## config.mk

```make
export PLATFORM = sky130hd
export DESIGN_NAME = sem_sqrt_cell
export DESIGN_NICKNAME = d
export VERILOG_FILES = /design/src/sv/sem_pkg.sv /design/src/sv/sem_sqrt_cell.sv
export SDC_FILE = /design/constraint.sdc
export NUM_CORES = 1
export LEC_CHECK = 0
export ABC_AREA = 1
export BUFFER_PORTS_ARGS = -buffer_cell sky130_fd_sc_hd__buf_4
export CAP_MARGIN = 0
export CORE_MARGIN = 2
export CORE_UTILIZATION = 30
export CTS_CLUSTER_SIZE = 14
export DETAILED_ROUTE_END_ITERATION = 12
export SLEW_MARGIN = 10
export SYNTH_ARGS = -nofsm -noshare
export SYNTH_HDL_FRONTEND = slang
export SYNTH_SLANG_ARGS = --single-unit
export TNS_END_PERCENT = 50
```

## constraint.sdc

```tcl
create_clock -name clk -period 1.6 [get_ports clk]
set_input_delay 0.32 -clock clk [delete_from_list [all_inputs] [get_ports clk]]
set_output_delay 0.32 -clock clk [all_outputs]
set_load 0.02 [all_outputs]
```

## src/sv/sem_pkg.sv

```systemverilog
`timescale 1ns / 1ps

package sem_pkg;

	// Register indexes on the configuration port.
	localparam logic [1:0] CFG_IMAGE_WIDTH  = 2'd0;
	localparam logic [1:0] CFG_IMAGE_HEIGHT = 2'd1;

	// Reset values of the configuration registers.
	localparam logic [10:0] WIDTH_RESET  = 11'd640;
	localparam logic [11:0] HEIGHT_RESET = 12'd480;

	// Number of root cells, one result bit each, and the saturated magnitude.
	localparam int         SQRT_STEPS = 8;
	localparam logic [7:0] MAG_MAX    = 8'd255;

	// Front end sequencer states.
	typedef enum logic {
		FE_IDLE,
		FE_CALC
	} fe_state_t;

	// Partial square root carried from one cell to the next.
	typedef struct packed {
		logic [15:0] rem;
		logic [15:0] root;
		logic        sat;
		logic        row_end;
		logic        frame_end;
	} sq_t;

endpackage

```

## src/sv/sem_sqrt_cell.sv

```systemverilog
`timescale 1ns / 1ps

module sem_sqrt_cell import sem_pkg::*; #(
	parameter int K = 0
) (
	input  logic clk,
	input  logic arst_n,
	input  logic in_valid,
	input  sq_t  in_data,
	output logic in_ready,
	output logic out_valid,
	output sq_t  out_data,
	input  logic out_ready
);

	localparam logic [15:0] BIT = 16'(1) << (14 - 2 * K);

	logic [16:0] trial;
	sq_t         nxt;

	// One restoring step of the digit-by-digit root.
	always_comb begin
		trial = {1'b0, in_data.root} + {1'b0, BIT};
		nxt   = in_data;
		if ({1'b0, in_data.rem} >= trial) begin
			nxt.rem  = in_data.rem - trial[15:0];
			nxt.root = (in_data.root >> 1) + BIT;
		end else begin
			nxt.root = in_data.root >> 1;
		end
	end

	assign in_ready = !out_valid || out_ready;

	always_ff @(posedge clk or negedge arst_n) begin
		if (!arst_n) begin
			out_valid <= 1'b0;
		end else if (in_ready) begin
			out_valid <= in_valid;
		end
	end

	always_ff @(posedge clk) begin
		if (in_ready) begin
			out_data <= nxt;
		end
	end

endmodule

```

==> results of run 1 <==
==> final cells by class <==
type / instances / area [µm²]
Clock buffer: 6 / 72.6
Clock inverter: 2 / 35.0
Fill cell: 766 / 3950
Inverter: 61 / 229
Multi-Input combinational cell: 210 / 1460
Sequential cell: 36 / 1080
Tap cell: 105 / 131
Timing Repair Buffer: 144 / 1180
==> sequential cells by signal (all words and copies together), names as in the netlist <==
signal and cells:
out_data 35, out_valid 1
==> per-stage QoR <==
| step | hold WS, ns | instance area (µm²) | setup WS, ns | setup TNS, ns |
|---|---|---|---|---|
| after global routing | 0.200 | 4180 | -0.212 | -3.23 |
| after global placement | 0.0953 | 3720 | -0.461 | -7.90 |
| after floorplan | 0.0244 | 2580 | -0.240 | -3.88 |
| after detailed placement | 0.0968 | 3720 | -0.512 | -8.40 |
| final | 0.211 | 4180 | -0.158 | -2.10 |
| after CTS | 0.204 | 4070 | -0.139 | -2.00 |
==> where the power goes <==
group | switching (W) | total (W) | internal (W)
clock | 0.000341 | 0.000804 | 0.000463
combinational | 0.000686 | 0.00130 | 0.000609
sequential | 0.0000285 | 0.00120 | 0.00117
==> repair_timing <==
action	CTS	global route
hold buffers	1	0
buffers inserted	4	2
setup endpoints to repair	18	18
resized for setup	25	24
hold endpoints to repair	1	0
gates cloned	2	0
pin swaps	11	1
==> routing by layer <==
| layer | part of all wire, % | track usage [%] | vias to the layer above |
|---|---|---|---|
| li1 | - | - | 1284 |
| met1 | 43 | 19.5 | 1117 |
| met2 | 49 | 27.4 | 67 |
| met3 | 6.0 | 2.53 | 11 |
| met4 | 2.2 | 5.56 | 0 |
| met5 | 0 | 0 | - |
==> cell usage after synthesis (all sizes together) <==
| library cell | count |
|---|---|
| xnor2 | 1 |
| edfxtp | 35 |
| a21oi | 10 |
| o21ai | 4 |
| and2 | 1 |
| buf | 3 |
| nor2 | 14 |
| ha | 17 |
| nand2 | 110 |
| inv | 61 |
| nand4 | 4 |
| xor2 | 5 |
| nand3b | 4 |
| fa | 1 |
| nand3 | 34 |
| dfrtp | 1 |
| or2 | 1 |
| nor3 | 3 |
==> logic make-up (layout without fill, tap and decap cells) <==
family | Yosys count | count (layout) | synth area share, %
DFF | 36 | 36 | 43.3
and+or+nand+nor | 171 | 172 | 31.7
adders and majority gates | 18 | 18 | 9.36
AOI/OAI and AO/OA | 14 | 14 | 2.97
xor gates and xnor gates | 6 | 6 | 2.11
buffers and inverters | 64 | 213 | 10.6
==> worst paths after layout <==
check,startpoint,endpoint,slack (ns),depth (start not counted)
max in group asynchronous,arst_n,out_valid,1.17,2
max,in_data[17],out_data[28],-0.16,11
max reg2reg,out_valid,out_data[6],0.53,2
min,in_data[14],out_data[13],0.21,1
min in group asynchronous,arst_n,out_valid,0.35,2
min reg2reg,out_valid,out_valid,0.80,3
==> flow_results.org, run 1 <==
** Place
- Placed cells :: 547
- Port buffering added 75 buffers.
- Once detailed placement completed, the half-perimeter wirelength came to 5220 µm.
- At the end of routability-driven placement, the weighted congestion stood at 0.829.

** Timing
- Pins Over Slew Limit :: 0
- Achievable clock frequency :: 0.569 GHz
- Of the available clock period, the critical path in the final layout requires 110%.
- Min cycle time layout :: 1.76 ns
- Across the routed clock network, the largest skew measured is 0.00717 ns.
- Endpoints failing setup :: 18
- For the pin with the worst max-slew slack, the measured transition is 0.353 ns.
- Final hold violation count :: 0
- Final worst-path setup slack :: -0.158 ns
- Headroom to the max-slew limit came out at 76.4%.
- Setup repair after global routing could not meet its margin everywhere.

** Setup path
- CP cell instances :: buf_8, ha_4, inv_2, ha_4, nand2_4, nor3_4, nand2_4, buf_4, buf_12, nand3_1, nand2_1
- Kind of capture point of the worst setup path :: flop
- In this run the worst path has a maximum fanout of 5.
- Crit Path Category :: primary input to flop
- The largest individual stage delay along the critical path comes from the cell ha_4.
- The largest single stage delay on the critical path is 0.29 ns.
- Worst path bufs/invs :: 4
- For the worst setup path, the data required time is 1.65 ns.
- STA classifies the critical path startpoint as a primary input.
- Crit path max-delay family :: adder cells
- At the worst endpoint, the arrival time is 1.80 ns.

** Min path
- Worst min path class :: primary input to flop

** Global route
- The number of global-route vias before repair is 2412.
- The first global-routing pass estimated 11000 µm of wire.
- Entering global routing, the biggest net connects 12 pins.
- Across every metal layer, demand over resource in global routing totals 15.6%.
- Total grt overflow :: 0
- The number of antenna violations at the first check in global routing came to 0.

** Finish
- At the end of the flow, the number of nets in the layout was 515.
- Share of cells above drive strength 1 :: 47.5%
- Diodes inserted :: 0
- Most frequent standard cell in the layout excluding fill and tap cells :: buf_4
- In the layout the commonest cells are 133 x buf_4, 97 x nand2_1, 54 x inv_1.
- At the end of the flow the core is filled with cells to 51.4%.
- The finished layout holds 564 standard cells, fillers aside.
- Area delta synth->final :: 68.1%

** Clock tree
- Clock sink count :: 36
- Clock tree from TritonCTS :: built
- Root buffer cell :: clkbuf_8
- Worst-Skew Late Latency :: 0.29 ns
- Clock tree synthesis inserted a total of 5 buffers.
- The H-tree was split into 2 levels.
- The clock passes through at most 2 buffers.
- Reg clk slew, reported paths :: 0.08 ns

** Synth
- In this run the cell area of the synthesized design comes to 2490 µm².
- Average size of a mapped cell :: 8.05 µm²
- In this run, synthesis produced a sequential element count of 36.
- Area contributors post-synth :: edfxtp_1 42%, nand2_1 16%, inv_1 9.1%, ha_1 8.6%, nand3_1 5.8%
- Yosys printed 0 warnings.
- When the netlist entered floorplanning its net count stood at 366.
- The largest total area in the synthesized netlist belongs to edfxtp_1.
- The cell count after synthesis came out at 309.
- Proportion of netlist area held by the largest area contributor :: 42.3%
- Synth unique cells :: 29
- Fraction of the yosys area taken by sequential cells :: 43.3%

** Routing
- Antenna viol nets, final :: 0
- In the final routed layout, each cell accounts on average for 12.2 µm.
- Pre-antenna DRT Iters :: 4
- Number of violations reported at the end of detailed-routing iteration 0 :: 72
- Mean number of vias per cell :: 4.40
- Remaining design rule violation count :: 0
- Detailed-route via count :: 2479
- Summed over all layers, the routed wires come to 6870 µm.

** Outcome
- The run finished, with violations left.
- The final reports fail on setup timing.

** Floorplanning
- Starting density of the core :: 30.6%
- Measured along the y axis, the die boundary spans 95.1 µm.
- Std-Cell Rows :: 33
- Number of primary I/O pins :: 76
- The die covers 9040 µm².
- Die X :: 95.1 µm
- The floorplan step defined a core boundary enclosing 8130 µm².

** Job
- Across the run, the number of max-cap violations was 0.

** Pwr
- P_leak :: 2.14 nW
- Peak ir drop on the vdd network :: 0.297 mV
- Power spread over the standard cell area amounts to 789 nW/µm².
- Overall power consumption after layout is estimated at 0.00330 W.
Note: power is estimated with default switching activity, not from simulation.
==> run 2, diff against run 1 <==
REMOVE_ABC_BUFFERS = 1   (was not set)
SETUP_SLACK_MARGIN = 0.1   (was not set)
SLEW_MARGIN = 0   (was 10)
==> run 2 against run 1 <==
The flow still finishes with violations (setup timing). Clock skew barely moved. Critical path depth increased by 2. Sequential share of layout area grew 0.28 points. Worst hold slack got worse by 0.0078 ns. Final cell count decreased by 0.53%. Flip-flop and latch count unchanged. Register-to-register slack worse by 0.11 ns. Core utilization is 0.55 points lower. Die area stayed put.
==> flow_results.org, run 2 (synthesis gave the netlist of run 1 again) <==
** Outcome
- Run status :: finished, violations left (unchanged)
- Failing checks: setup timing (unchanged).

** Min path
- Number of cells on the worst hold path :: 1 (unchanged)
- Hold-critical path endpoint :: out_data[1] (was out_data[13])
- The origin of the worst min-delay path is in_data[1] (was in_data[14]).
- The class of the most critical hold timing path is primary input to flop (unchanged).

** Timing
- Unrepaired setup endpoints after global routing :: true (unchanged)
- The final period demand of the worst path was 1.82 ns (was 1.76 ns).
- Final worst-path setup slack :: -0.222 ns (was -0.158 ns)
- Achievable clock frequency :: 0.549 GHz (was 0.569 GHz)
- Worst Max-Slew Pin Slew :: 0.260 ns (was 0.353 ns)
- Layout Skew :: 0.00729 ns (was 0.00717 ns)
- Part of the cycle the worst path needs :: 114% (was 110%)
- Final hold violation count :: 0 (unchanged)
- The remaining max-slew budget at the tightest pin was 82.6% (was 76.4%).
- Pins Over Slew Limit :: 0 (unchanged)
- The total of endpoints with negative setup slack in the final report was 18 (unchanged).

** Routing
- Routed length per instance :: 12.8 µm (was 12.2 µm)
- Number of violations reported at the end of detailed-routing iteration 0 :: 80 (was 72)
- Remaining design rule violation count :: 0 (unchanged)
- Detailed-route via count :: 2447 (was 2479)
- Antenna viol nets, final :: 0 (unchanged)
- The number of vias per cell was 4.36 (was 4.40).
- Detailed Route WL :: 7160 µm (was 6870 µm)
- The first-pass detailed-route iteration total was 4 (unchanged).

** Finish
- The diode insertion count for antenna repair was 0 (unchanged).
- The multi-input gate area in the final layout was 1440 µm² (was 1460 µm²).
- Finished Layout Cells :: 561 (was 564)
- Most frequent cells in the layout :: 129 x buf_4, 100 x nand2_1, 59 x inv_1 (was 133 x buf_4, 97 x nand2_1, 54 x inv_1)
- Area of all sequential standard cells :: 1080 µm² (unchanged)
- The net count reported at finish is 512 (was 515).
- Top flop regs: out_data: 35 flops, out_valid: 1 flops (unchanged).
- The filler cell count in the final layout was 780 (was 766).
- The register name with the most flops is out_data (unchanged).
- The most common cell after layout, fill and taps aside is buf_4 (unchanged).
- The final standard cell area without fillers was 4140 µm² (was 4180 µm²).
- Final Util :: 50.8% (was 51.4%)
- Area delta synth->final :: 66.2% (was 68.1%)
- The fraction of layout instances using a drive strength above 1 came to 44.7% (was 47.5%).
- The flip-flop count of the largest register, all copies and words added was 35 (unchanged).

** Setup path
- The worst flop-to-flop path endpoint was out_data[31] (was out_data[6]).
- Kind of capture point of the worst setup path :: flop (unchanged)
- The peak fanout along the critical path is 7 (was 5).
- The critical path class is primary input to flop (unchanged).
- The worst endpoint data arrival time was 1.87 ns (was 1.80 ns).
- The path depth of the worst reg2reg path came to 2 (unchanged).
- Category of the worst setup path launch point :: primary input (unchanged)
- The reg-to-reg critical path startpoint is out_valid (unchanged).
- The required time of the worst setup path is 1.64 ns (was 1.65 ns).
- The register-to-register path setup slack was 0.42 ns (was 0.53 ns).

** Pwr
- The peak supply drop came to 0.331 mV (was 0.297 mV).
- The reported leakage power was 2.13 nW (was 2.14 nW).
- The switching power of the nets was 0.00107 W (was 0.00106 W).
- The clock share of power was 25.9% (was 24.4%).
- Sequential Power Share :: 34.9% (was 36.4%)
- Final Total Pwr :: 0.00345 W (was 0.00330 W)
- The internal power component came to 0.00237 W (was 0.00224 W).
- Combinational share of power :: 39.2% (was 39.3%)
- The power per standard cell area is 834 nW/µm² (was 789 nW/µm²).
- The switching share of total power is 31.1% (was 32.0%).

** Global route
- Global-route wire length before repair :: 11300 µm (was 11000 µm)
- Via count of the first global-routing pass :: 2409 (was 2412)
- Total grt overflow :: 0 (unchanged)
- The number of antenna violations at the first check in global routing came to 0 (unchanged).
- Total GRT Usage :: 16.6% (was 15.6%)
- Largest net degree at the start of global routing :: 19 (was 12)

** Clock tree
- The worst-case clock buffer depth is 2 (unchanged).
- Reg clk slew, reported paths :: 0.07 ns (was 0.08 ns)
- Root buffer cell :: clkbuf_8 (unchanged)
- Clock tree from TritonCTS :: built (unchanged)
- The number of CTS-inserted buffers is 5 (unchanged).
- Clock sink count :: 36 (unchanged)
- The H-tree depth reported by CTS came to 2 (unchanged).
- The insertion delay to the later sink of the worst-skew pair came to 0.30 ns (was 0.29 ns).

** Floorplanning
- The number of top-level pins was 76 (unchanged).
- The area of the core region came to 8130 µm² (unchanged).
- The horizontal die dimension came to 95.1 µm (unchanged).
- The initial standard-cell utilization of the core was 30.6% (unchanged).
- The cell row count was 33 (unchanged).
- The height of the chip came to 95.1 µm (unchanged).
- The area of the die was 9040 µm² (unchanged).

** Place
- The post-detailed-placement half-perimeter wirelength is 5200 µm (was 5220 µm).
- The cell count after placement is 545 (was 547).
- The weighted congestion at the end of routability-driven global placement is 0.838 (was 0.829).
- DP Area :: 3620 µm² (was 3720 µm²)
- I/O Buffers :: 75 (unchanged)

** Job
- The max-capacitance violation count was 0 (unchanged).
==> run 2: worst max-delay path, stage by stage <==
cell and delay (ns):
buf_8 0.10, ha_4 0.27, inv_4 0.03, ha_4 0.27, nand2_2 0.06, nor2_2 0.11, nand3_2 0.09, o21ai_2 0.17
nor2_4 0.06, buf_6 0.14, buf_12 0.14, nand3_2 0.05, nand2_1 0.05
==> run 2: per-layer routing <==
metal  GRT usage [%]  vias up  part of all wire [%]
met3            2.85        6                   3.9
met4            4.83        0                   1.0
met5               0        -                     0
met1            21.3     1111                    45
li1                -     1282                     -
met2            28.6       48                    50
==> run 2: how the worst max path moves through the flow <==
stage                start            to  slack (ns)
4_1_cts        in_data[17]  out_data[25]       -0.24
3_3_place_gp    in_data[3]  out_data[27]       -0.52
3_5_place_dp   in_data[17]  out_data[20]       -0.60
2_1_floorplan  in_data[17]  out_data[20]       -0.43
5_1_grt        in_data[18]  out_data[25]       -0.28
6_report       in_data[18]  out_data[24]       -0.22
==> run 2: metrics by stage <==
step | hold WS [ns] | TNS, ns | setup slack (ns)
CTS | 0.193 | -3.75 | -0.239
floorplan | 0.0244 | -13.32 | -0.430
detailed placement | 0.0966 | -9.90 | -0.599
global placement | 0.0953 | -8.93 | -0.521
finish | 0.203 | -3.35 | -0.222
global route | 0.181 | -4.36 | -0.279
==> run 2: power by group through the flow <==
stage | clock [W] | sequential (W) | combinational (W)
after floorplan | 0 | 0.00137 | 0.000449
after detailed placement | 0 | 0.00122 | 0.00115
after global routing | 0.000975 | 0.00122 | 0.00148
after CTS | 0.000928 | 0.00121 | 0.00129
after global placement | 0 | 0.00122 | 0.00114
final | 0.000894 | 0.00120 | 0.00135
==> run 2: repair_timing <==
item	in CTS	in global routing
buffers inserted	3	0
gates resized for setup	27	26
hold buffers	1	0
pin swaps	21	13
hold endpoints to repair	1	0
cloned	4	0
endpoints found under the setup margin	18	18
==> run 2: area by class of cell <==
class / instances / share of cell area [%]
flip-flops and latches: 36 / 26.0
inverters: 61 / 5.60
clock buffers: 7 / 2.33
multi-input cells: 212 / 34.9
repair buffers: 139 / 27.2
well taps: 105 / 3.18
clock inverters: 1 / 0.726
==> run 3, diff against run 2 <==
ABC_AREA = not set   (was 1)
REMOVE_ABC_BUFFERS = not set   (was 1)
==> run 3 against run 2 <==
The flow still finishes with violations (setup timing). Register-to-register slack better by 0.05 ns. Final area down 6.1%. Critical endpoint is now out_data[23]. Total power down 3.5%.
==> flow_results.org, run 3 <==
** Outcome
- Run status :: finished, violations left (unchanged)
- Failing checks :: setup timing (unchanged)

** Global route
- The global-route usage over all layers is 14.3% (was 16.6%).
- The maximum number of pins on one net before global-route repair came to 19 (unchanged).
- Initial antenna violation count :: 0 (unchanged)
- The leftover overflow at the end of global routing is 0 (unchanged).
- The number of global-route vias before repair is 2025 (was 2409).
- Global-route wire length before repair :: 9410 µm (was 11300 µm)

** Finish
- Number of nets in the finished design :: 388 (was 512)
- Area delta synth->final :: 73.3% (was 66.2%)
- Flip-flop count of the largest register, all copies and words added :: 35 (unchanged)
- Most frequent cells in the layout :: 113 x buf_4, 35 x edfxtp_1, 14 x buf_6 (was 129 x buf_4, 100 x nand2_1, 59 x inv_1)
- The fraction of layout instances using a drive strength above 1 was 58.1% (was 44.7%).
- Register with the highest flop count :: out_data (unchanged)
- Top flop regs: out_data: 35 flops, out_valid: 1 flops (unchanged).
- The diode insertion count for antenna repair was 0 (unchanged).
- The filler cell count in the final layout is 637 (was 780).
- The most common cell after layout, fill and taps aside was buf_4 (unchanged).
- The final standard cell area without fillers is 3880 µm² (was 4140 µm²).
- The utilization after layout came to 53.5% (was 50.8%).

** Timing
- The final worst setup slack is -0.410 ns (was -0.222 ns).
- Unrepaired setup endpoints after global routing: true (unchanged).
- The worst clock skew on the final layout came to 0.00438 ns (was 0.00729 ns).
- Min cycle time layout :: 2.01 ns (was 1.82 ns)
- The total of endpoints with negative setup slack in the final report is 18 (unchanged).
- Final worst hold slack :: 0.204 ns (was 0.203 ns)
- The fraction of the cycle the final worst path needs is 126% (was 114%).
- Final setup TNS :: -6.23 ns (was -3.35 ns)
- Achievable clock frequency :: 0.498 GHz (was 0.549 GHz)
- Worst Max-Slew Pin Slew :: 0.378 ns (was 0.260 ns)
- Remaining max-slew budget at the tightest pin :: 74.5% (was 82.6%)
- Final hold violation count :: 0 (unchanged)
- The final count of pins violating max slew came to 0 (unchanged).

** Pwr
- Pwr dens :: 857 nW/µm² (was 834 nW/µm²)
- The clock share of power was 24.3% (was 25.9%).
- The internal power component is 0.00236 W (was 0.00237 W).
- The switching share of total power is 29.2% (was 31.1%).
- Peak ir drop on the vdd network :: 0.434 mV (was 0.331 mV)
- The reported leakage power was 1.71 nW (was 2.13 nW).
- The overall power consumption was 0.00333 W (was 0.00345 W).
- The switching power of the nets is 0.000971 W (was 0.00107 W).
- The power share of the sequential group is 35.9% (was 34.9%).
- The proportion of power drawn by combinational gates is 39.8% (was 39.2%).

** Synth
- The most frequently used cell type in the post-synthesis netlist is edfxtp_1 (was nand2_1).
- Fraction of the yosys area taken by sequential cells :: 48.0% (was 43.3%)
- The proportion of netlist area held by the largest area contributor is 46.9% (was 42.3%).
- Cell types with the highest counts after synthesis: 35 x edfxtp_1, 20 x inv_1, 17 x ha_1 (was 106 x nand2_1, 60 x inv_1, 35 x edfxtp_1).
- Synthesized area :: 2240 µm² (was 2490 µm²)
- Leading area contributor after synthesis :: edfxtp_1 (unchanged)
- Proportion of synthesized flip-flops having asynchronous set or reset :: 2.78% (unchanged)
- The post-synthesis instance total came to 194 (was 309).
- The count of cell types in the netlist was 47 (was 29).
- The commonest register cell after synthesis is edfxtp_1 (unchanged).
- The number of synthesized flops with an enable pin is 35 (unchanged).
- Area contributors post-synth :: edfxtp_1 47%, ha_1 9.5%, mux2_2 5.0%, inv_1 3.4%, xnor2_1 3.1% (was edfxtp_1 42%, nand2_1 16%, inv_1 9.1%, ha_1 8.6%, nand3_1 5.8%)
- The flip-flop and latch count after synthesis came to 36 (unchanged).
- The average footprint of a synthesized cell came to 11.6 µm² (was 8.05 µm²).
- Total of warnings raised by yosys :: 0 (unchanged)
- The number of nets handed over by synthesis was 251.

** Floorplanning
- Number of primary I/O pins :: 76 (unchanged)
- The area of the die is 8180 µm² (was 9040 µm²).
- Die X :: 90.4 µm (was 95.1 µm)
- Std-Cell Rows :: 31 (was 33)
- Die span in y :: 90.4 µm (was 95.1 µm)
- The area of the core region was 7250 µm² (was 8130 µm²).
- Starting density of the core :: 30.9% (was 30.6%)

** Routing
- The number of vias per cell is 4.67 (was 4.36).
- Pre-antenna DRT Iters :: 4 (unchanged)
- The detailed-route wire length is 5870 µm (was 7160 µm).
- Antenna viol nets, final :: 0 (unchanged)
- The first-iteration detailed-routing DRC count was 74 (was 80).
- The final routed DRC violation total was 0 (unchanged).
- Routed length per instance :: 13.6 µm (was 12.8 µm)
- Detailed-route via count :: 2013 (was 2447)

** Setup path
- Longest individual stage delay on the worst path :: 0.30 ns (was 0.27 ns)
- Category of the worst setup path launch point :: primary input (unchanged)
- The required time of the worst setup path is 1.64 ns (about the same).
- FF-to-FF setup slack :: 0.47 ns (was 0.42 ns)
- Crit Path Category :: primary input to flop (unchanged)
- CP cell instances: buf_8, inv_6, ha_4, nor2b_4, o31ai_4, and2_4, o211ai_4, a21oi_4, buf_6, buf_12, mux2_4 (was buf_8, ha_4, inv_4, ha_4, nand2_2, nor2_2, nand3_2, o21ai_2, nor2_4, buf_6, buf_12, nand3_2, nand2_1).
- Critical path's slowest cell :: mux2_4 (was ha_4)
- The peak fanout along the critical path came to 6 (was 7).
- Arrival time of data at the critical path endpoint :: 2.05 ns (was 1.87 ns)
- The endpoint type of the worst setup path is a flop (unchanged).

** Clock tree
- The clock slew at the register clock pins of the worst setup and hold paths was 0.08 ns (was 0.07 ns).
- The clock sink count came to 36 (unchanged).
- Total CTS buffers :: 5 (unchanged)
- The CTS tree was built (unchanged).
- The cell chosen for the clock root is clkbuf_8 (unchanged).
- CTS H-tree depth :: 2 (unchanged)
- Number of buffers between clock root and the deepest sink :: 2 (unchanged)
- Worst-Skew Late Latency :: 0.29 ns (was 0.30 ns)

** Place
- DP HPWL :: 4530 µm (was 5200 µm)
- The area after detailed placement is 3550 µm² (was 3620 µm²).
- The number of I/O port buffers is 75 (unchanged).
- GPL Wtd Cong :: 0.856 (was 0.838)

** Job
- The max-capacitance violation count is 0 (unchanged).

** Min path
- Worst min path class :: primary input to flop (unchanged)
==> run 3: cell types whose count changed after synthesis, sizes merged, moves of 6 or more <==
| cell | before | now |
|---|---|---|
| nand2 | 110 | 11 |
| inv | 61 | 20 |
| nand3 | 34 | 3 |
| mux2 | 0 | 13 |
| xnor2 | 1 | 8 |
| nor2b | 0 | 6 |
==> run 3: worst max-delay path: cells and delay by family <==
| family | cells | cell delay [ns] |
|---|---|---|
| multiplexers | 1 | 0.30 |
| AO/OA/AOI/OAI | 3 | 0.47 |
| buffers and inverters | 4 | 0.38 |
| adder cells (fa/ha/maj) | 1 | 0.22 |
| AND/OR/NAND/NOR | 2 | 0.34 |
==> run 3: cells by family after synthesis <==
family | synth area share (%)
muxes | 7.87
AOI/OAI and AO/OA | 13.7
and+or+nand+nor | 11.3
adders and majority gates | 10.4
xor gates and xnor gates | 4.30
DFF | 48.0
buffers and inverters | 4.35
==> run 3: metrics by stage <==
stage | setup slack [ns] | cells
2_1_floorplan | -0.584 | 194
3_3_place_gp | -0.744 | 413
3_5_place_dp | -0.806 | 413
4_1_cts | -0.418 | 429
5_1_grt | -0.458 | 431
6_report | -0.410 | 431
==> run 3: power groups by stage <==
stage	combinational (W)	sequential, W	clock (W)
final	0.00132	0.00119	0.000808
after global routing	0.00142	0.00121	0.000867
after CTS	0.00130	0.00120	0.000836
after detailed placement	0.00120	0.00122	0
after global placement	0.00118	0.00122	0
after floorplan	0.000558	0.00135	0
==> run 3: area by class of cell <==
class,count,area (µm²),share of cell area [%]
sequential,36,1080,27.7
multi-input combinational,135,1380,35.5
timing repair buffer,133,1110,28.6
tap,99,124,3.19
clock buffer,6,72.6,1.87
clock inverter,2,35.0,0.902
inverter,20,87.6,2.26
==> run 3: what timing repair did <==
item	CTS	global route
pin swaps	17	11
hold buffers	1	0
setup endpoints to repair	18	18
gates cloned	1	0
endpoints found under the hold margin	1	0
buffers inserted	6	2
resized for setup	22	14
==> run 3: worst paths after layout <==
path                       startpoint           end  depth (start not counted)
setup / recovery           in_data[4]  out_data[23]                         11
hold / removal             in_data[1]   out_data[1]                          1
setup reg to reg            out_valid  out_data[20]                          2
hold reg to reg             out_valid  out_data[26]                          2
max in group asynchronous      arst_n     out_valid                          2
min in group asynchronous      arst_n     out_valid                          2
==> run 3: metal layers <==
| metal | GRT usage (%) | share of wire [%] | vias up |
|---|---|---|---|
| met1 | 17.5 | 44 | 960 |
| li1 | - | - | 995 |
| met3 | 3.17 | 3.9 | 7 |
| met2 | 24.7 | 50 | 51 |
| met5 | 0 | 0 | - |
| met4 | 4.87 | 1.5 | 0 |
